===== config.mk =====
export PLATFORM = sky130hd
export DESIGN_NAME = mfa_final
export DESIGN_NICKNAME = d
export VERILOG_FILES = /design/src/hw/rtl/mfa_pkg.sv /design/src/hw/rtl/mfa_final.sv
export SDC_FILE = /design/constraint.sdc
export NUM_CORES = 2
export LEC_CHECK = 0
export ABC_CLOCK_PERIOD_IN_PS = 8900
export BUFFER_PORTS_ARGS = -buffer_cell sky130_fd_sc_hd__buf_2
export CORE_AREA = 2 2 569 571
export CTS_BUF_LIST = sky130_fd_sc_hd__clkbuf_4 sky130_fd_sc_hd__clkbuf_8
export CTS_CLUSTER_DIAMETER = 30
export DETAILED_ROUTE_END_ITERATION = 10
export DIE_AREA = 0 0 571 573
export PLACE_DENSITY = 0.41
export REMOVE_ABC_BUFFERS = 1
export SLEW_MARGIN = 20
export SYNTH_ARGS = -nofsm -noshare
export SYNTH_HDL_FRONTEND = slang
export SYNTH_SLANG_ARGS = --single-unit

===== constraint.sdc =====
create_clock -name clk -period 8.9 [get_ports clk]
set_clock_uncertainty 0.05 [all_clocks]
set_input_delay 0.89 -clock clk [delete_from_list [all_inputs] [get_ports clk]]
set_output_delay 0.89 -clock clk [all_outputs]
set_load 0.03 [all_outputs]

===== src/hw/rtl/mfa_pkg.sv =====
package mfa_pkg;

  localparam int unsigned LIMBS      = 4;
  localparam int unsigned LIMB_W     = 64;
  localparam int unsigned HALF_W     = LIMB_W / 2;
  localparam int unsigned STEPS_ROW  = 2 * LIMBS + 1;
  localparam int unsigned CFG_IDX_W  = 3;

  typedef logic [LIMB_W-1:0]            limb_t;
  typedef logic [LIMBS-1:0][LIMB_W-1:0] elem_t;

  typedef enum logic [1:0] {
    CMD_ADD  = 2'd0,
    CMD_SUB  = 2'd1,
    CMD_MUL  = 2'd2,
    CMD_ZERO = 2'd3
  } cmd_t;

  typedef enum logic [CFG_IDX_W-1:0] {
    CFG_MOD0 = 3'd0,
    CFG_MOD1 = 3'd1,
    CFG_MOD2 = 3'd2,
    CFG_MOD3 = 3'd3,
    CFG_MU   = 3'd4
  } cfg_idx_t;

  // Kind of word operation one cell performs.
  typedef enum logic [1:0] {
    STEP_AB = 2'd0,
    STEP_M  = 2'd1,
    STEP_MP = 2'd2
  } step_kind_t;

  // Carry folding applied to the state as it enters a cell.
  typedef enum logic [1:0] {
    FOLD_NONE    = 2'd0,
    FOLD_ROW_TOP = 2'd1,
    FOLD_ROW_END = 2'd2
  } fold_t;

  // Running CIOS state of one item.
  typedef struct packed {
    cmd_t                     cmd;
    elem_t                    a;
    elem_t                    b;
    logic [LIMBS:0][LIMB_W-1:0] t;
    logic                     t_ovf;
    limb_t                    carry;
    limb_t                    m;
  } state_t;

  // Add the product row's carry into the top word.
  function automatic state_t fold_row_top(input state_t s);
    state_t         r;
    logic [LIMB_W:0] sum;
    r        = s;
    sum      = {1'b0, s.t[LIMBS]} + {1'b0, s.carry};
    r.t[LIMBS] = sum[LIMB_W-1:0];
    r.t_ovf  = sum[LIMB_W];
    return r;
  endfunction

  // Close a reduction row: shift the top words down by one.
  function automatic state_t fold_row_end(input state_t s);
    state_t         r;
    logic [LIMB_W:0] sum;
    r            = s;
    sum          = {1'b0, s.t[LIMBS]} + {1'b0, s.carry};
    r.t[LIMBS-1] = sum[LIMB_W-1:0];
    r.t[LIMBS]   = limb_t'(s.t_ovf) + limb_t'(sum[LIMB_W]);
    r.t_ovf      = 1'b0;
    return r;
  endfunction

endpackage


===== src/hw/rtl/mfa_final.sv =====
module mfa_final (
  input  logic             clk,
  input  logic             rst_n,
  input  logic             en,
  input  logic             vld_in,
  input  mfa_pkg::state_t  st_in,
  input  mfa_pkg::elem_t   p,
  output logic             f1_vld,
  output logic             res_vld,
  output mfa_pkg::elem_t   res
);
  import mfa_pkg::*;

  // F1: raw result and its correction flag
  state_t              st_e;
  logic [4*LIMB_W:0]   addsub;
  elem_t               r_nxt;
  logic                ov_nxt;

  always_comb begin
    st_e = fold_row_end(st_in);
    case (st_in.cmd)
      CMD_ADD: addsub = {1'b0, st_in.a} + {1'b0, st_in.b};
      default: addsub = {1'b0, st_in.a} - {1'b0, st_in.b};
    endcase
    case (st_in.cmd)
      CMD_ADD: begin
        r_nxt  = addsub[4*LIMB_W-1:0];
        ov_nxt = addsub[4*LIMB_W];
      end
      CMD_SUB: begin
        r_nxt  = addsub[4*LIMB_W-1:0];
        ov_nxt = addsub[4*LIMB_W];
      end
      CMD_MUL: begin
        r_nxt  = st_e.t[LIMBS-1:0];
        ov_nxt = (st_e.t[LIMBS] != '0);
      end
      default: begin
        r_nxt  = '0;
        ov_nxt = 1'b0;
      end
    endcase
  end

  logic  f1_vld_r;
  elem_t r_r;
  logic  ov_r;
  cmd_t  cmd_r;

  always_ff @(posedge clk) begin
    if (!rst_n) begin
      f1_vld_r <= 1'b0;
    end else if (en) begin
      f1_vld_r <= vld_in;
    end
  end

  always_ff @(posedge clk) begin
    if (en) begin
      r_r   <= r_nxt;
      ov_r  <= ov_nxt;
      cmd_r <= st_in.cmd;
    end
  end

  // F2: one conditional add or subtract of the modulus
  elem_t             opd;
  logic [4*LIMB_W:0] corr;
  logic              fix;
  elem_t             res_nxt;

  always_comb begin
    opd  = (cmd_r == CMD_SUB) ? p : ~p;
    corr = {1'b0, r_r} + {1'b0, opd} + ((4*LIMB_W+1)'(cmd_r != CMD_SUB));
    case (cmd_r)
      CMD_SUB: fix = ov_r;
      CMD_ADD: fix = ov_r | corr[4*LIMB_W];
      CMD_MUL: fix = ov_r | corr[4*LIMB_W];
      default: fix = 1'b0;
    endcase
    res_nxt = fix ? corr[4*LIMB_W-1:0] : r_r;
  end

  logic  res_vld_r;
  elem_t res_r;

  always_ff @(posedge clk) begin
    if (!rst_n) begin
      res_vld_r <= 1'b0;
    end else if (en) begin
      res_vld_r <= f1_vld_r;
    end
  end

  always_ff @(posedge clk) begin
    if (en) begin
      res_r <= res_nxt;
    end
  end

  assign f1_vld  = f1_vld_r;
  assign res_vld = res_vld_r;
  assign res     = res_r;

endmodule


==> impl_metrics.csv <==
group,metric,value,unit
detailed_routing,drc,0,
logic_synthesis,syn_area,68400,sq um
logic_synthesis,synth_commonest_cells,"1281 x nand2_1, 1124 x a21oi_1, 1105 x o21ai_0",
logic_synthesis,yosysUniqueCellTypes,99,
critical_path,cp_data_required_time,9.50,ns
sta,hold_violations,0,
sta,fmax,116,MHz
logic_synthesis,synth_area_leaders,"edfxtp_1 23%, ha_1 11%, xnor2_1 9.0%",
critical_path,crit_type,"in2reg",
logic_synthesis,yosysWarnings,0,
placed_design,gp_congestion,0.990,
cts,root_buffer,"clkbuf_8",
logic_synthesis,ys_ff_latch,517,
die,die_area,327000,sq um
cts,numCtsBuffers,174,
die,core,320000,sq um
sta,worstMarginPinSlew,1.19,ns
detailed_routing,via_per_inst,5.33,
critical_path,slowest_delay,0.63,ns
placed_design,port_buffers,1352,
sta,setup_ws,0.257,ns
placed_design,pre_cts_slack,-0.816,ns
outcome,status,"complete, no violations",
placed_design,post_dp_cell_area,83400,sq um
die,die_h,573,um
detailed_routing,antenna_left,0,
power_and_ir_drop,p_per_area,216,nW/um^2
detailed_routing,drtIter0Drc,9121,
die,rows,208,
global_routing,grt_pass1_wl,646,mm
cells_and_area,fin_area,87500,sq um
job,drv_cap,0,
critical_path,cp.arrival,9.25,ns
cells_and_area,layout-drive-gt1-share,0.209,
cts,cts_buffer_depth,4,
critical_path,worstSetupEndpointType,"flip-flop",
sta,max-slew-margin-rel,0.197,
cts,cts_tree,"done",
logic_synthesis,synthCells,9236,
cells_and_area,syn_to_final_growth,28.0,%
cells_and_area,layout.nets,12695,
sta,grt_setup_unrepaired,"false",
detailed_routing,wl,484,mm
sta,tns,0,ns
hold_path,min_path_type,"in2reg",
logic_synthesis,netlist.area_leader.share,0.226,
critical_path,start_kind,"input pin",
die,dieWidth,571,um
power_and_ir_drop,p_leak,34.7,nW
global_routing,grt_max_degree,135,
logic_synthesis,yosysSeqAreaShare,0.227,
placed_design,dp_hpwl,428,mm
critical_path,slowest_stage,"or4_4",
power_and_ir_drop,ir_worst_vdd,0.0000993,V
critical_path,cp_num_buf_inv,9,
cts,clkTransAtPathRegs,0.05,ns
global_routing,grt-ovfl-total,0,
global_routing,grt_pass1_vias,79215,
detailed_routing,vias,82417,
cts,h-tree-depth,4,
logic_synthesis,post-synth-top-count-cell,"nand2_1",
die,initial_core_util,0.214,
critical_path,cp_max_fo,5,
critical_path,critPathTopFamily,"simple AND/OR/NAND/NOR gates",
cts,clkLatencyLatePin,1.00,ns
global_routing,antenna_found_initial,337,
die,ios,1481,
sta,setup_viol,0,
logic_synthesis,syn_area_per_cell,7.41,sq um
sta,period_needed,8.64,ns
logic_synthesis,yosys.area.top_type,"edfxtp_1",
detailed_routing,dr.pass1.iters,6,
logic_synthesis,synth-async-reset-ratio,0,
sta,period_share,0.971,
logic_synthesis,synth_ff_type,"edfxtp_1",
cts,hold_buffers,0,
detailed_routing,wl_per_cell,31.3,um
cts,clock_sinks,517,
critical_path,cp_common_cell,"buf_4",
global_routing,track_usage,0.281,
logic_synthesis,synth_edf_count,515,
sta,drv_slew,0,
power by group:
group	switching (mW)	leakage, nW	internal, mW
clock network	1.55	1.95	2.59
logic	7.54	27.7	3.56
registers	0.260	5.07	3.42
worst paths after layout:
| path | to | startpoint | slack, ns | cells past startpoint |
|---|---|---|---|---|
| min | f1_vld | rst_n | 0.12 | 2 |
| max reg2reg | res[203] | cmd_r[1] | 0.55 | 21 |
| max | r_r[248] | st_in[497] | 0.26 | 35 |
| min reg2reg | f1_vld | f1_vld | 0.49 | 2 |
worst reg2reg max path, cell delays in order, from the launching register on:
cell	delay, ns
edfxtp_1	0.52
nor2b_4	0.25
buf_12	0.27
xnor2_1	0.55
ha_1	0.50
nand4_1	0.26
or2_2	0.36
nor4_1	0.43
nand4_1	0.48
a2111oi_2	0.59
buf_4	0.22
a21bo_2	0.25
a31o_2	0.27
a31oi_1	0.40
o21a_1	0.45
o41ai_4	0.37
buf_4	0.25
and3_1	0.24
o21ai_4	0.10
buf_12	0.24
buf_4	0.26
o21ai_0	0.69
placed cells by master, fill, tap and decap left out, drive strengths merged, types with 47 or more instances in the layout:
master,synthesis,layout
buf,75,1919
clkbuf,366,197
edfxtp,515,515
o21ai,1114,1114
a21boi,47,47
xnor2,700,700
clkinv,1,81
nand2,1282,1282
a31oi,80,80
nand2b,60,60
nor3,214,214
nand3,114,114
o31ai,77,77
nor2,736,736
nand4,308,308
inv,213,218
o22ai,54,54
or3,63,63
diode,0,145
a21o,246,246
ha,578,578
a21oi,1125,1125
xor2,362,362
nor4,107,107
o21a,87,87
o21bai,167,167
per-stage QoR:
step,util,power (mW),hold WS [ns],instances
4_1_cts,0.272,18.8,0.0303,15332
6_report,0.273,18.9,0.123,15477
2_1_floorplan,-,9.97,0.472,8795
5_1_grt,0.273,19.8,0.0925,15382
3_5_place_dp,0.260,14.6,0.481,15020
3_3_place_gp,0.260,14.6,0.445,15019
logic make-up (layout without fill, tap and decap cells):
group | after synthesis | in the layout | share of synthesized area
xor+xnor | 1062 | 1062 | 0.136
buf+inv | 655 | 2446 | 0.0369
flops | 517 | 517 | 0.227
fa+ha+maj | 581 | 581 | 0.107
simple gates | 3126 | 3126 | 0.211
mux | 9 | 9 | 0.00143
other cells | 0 | 145 | 0
compound gates | 3286 | 3286 | 0.282
timing repair:
item | in CTS | in global routing
gates resized for setup | 0 | 4
buffers inserted | 0 | 0
setup endpoints to repair | 0 | 3
flip-flops by register name, indices dropped and copies added (netlist names):
register,count
ov_r,1
res_vld,1
cmd_r,2
res,256
f1_vld,1
r_r,256
cell type report:
type / count / area (sq um)
Multi-Input combinational cell: 8064 / 50500
Fill cell: 35897 / 233000
Inverter: 214 / 803
Timing Repair Buffer: 1920 / 11200
Antenna cell: 145 / 363
Clock inverter: 116 / 1190
Sequential cell: 517 / 15500
Tap cell: 4305 / 5390
Clock buffer: 196 / 2570
routing by layer:
metal,track usage,vias to the layer above,share of wire,wire (um)
met4,0.0943,168,0.038,18200
li1,-,37549,-,-
met2,0.445,4007,0.44,214000
met3,0.0694,852,0.090,43600
met1,0.370,39841,0.43,207000
met5,0,-,0.0023,1120
Power figures use the tool's default switching activity.
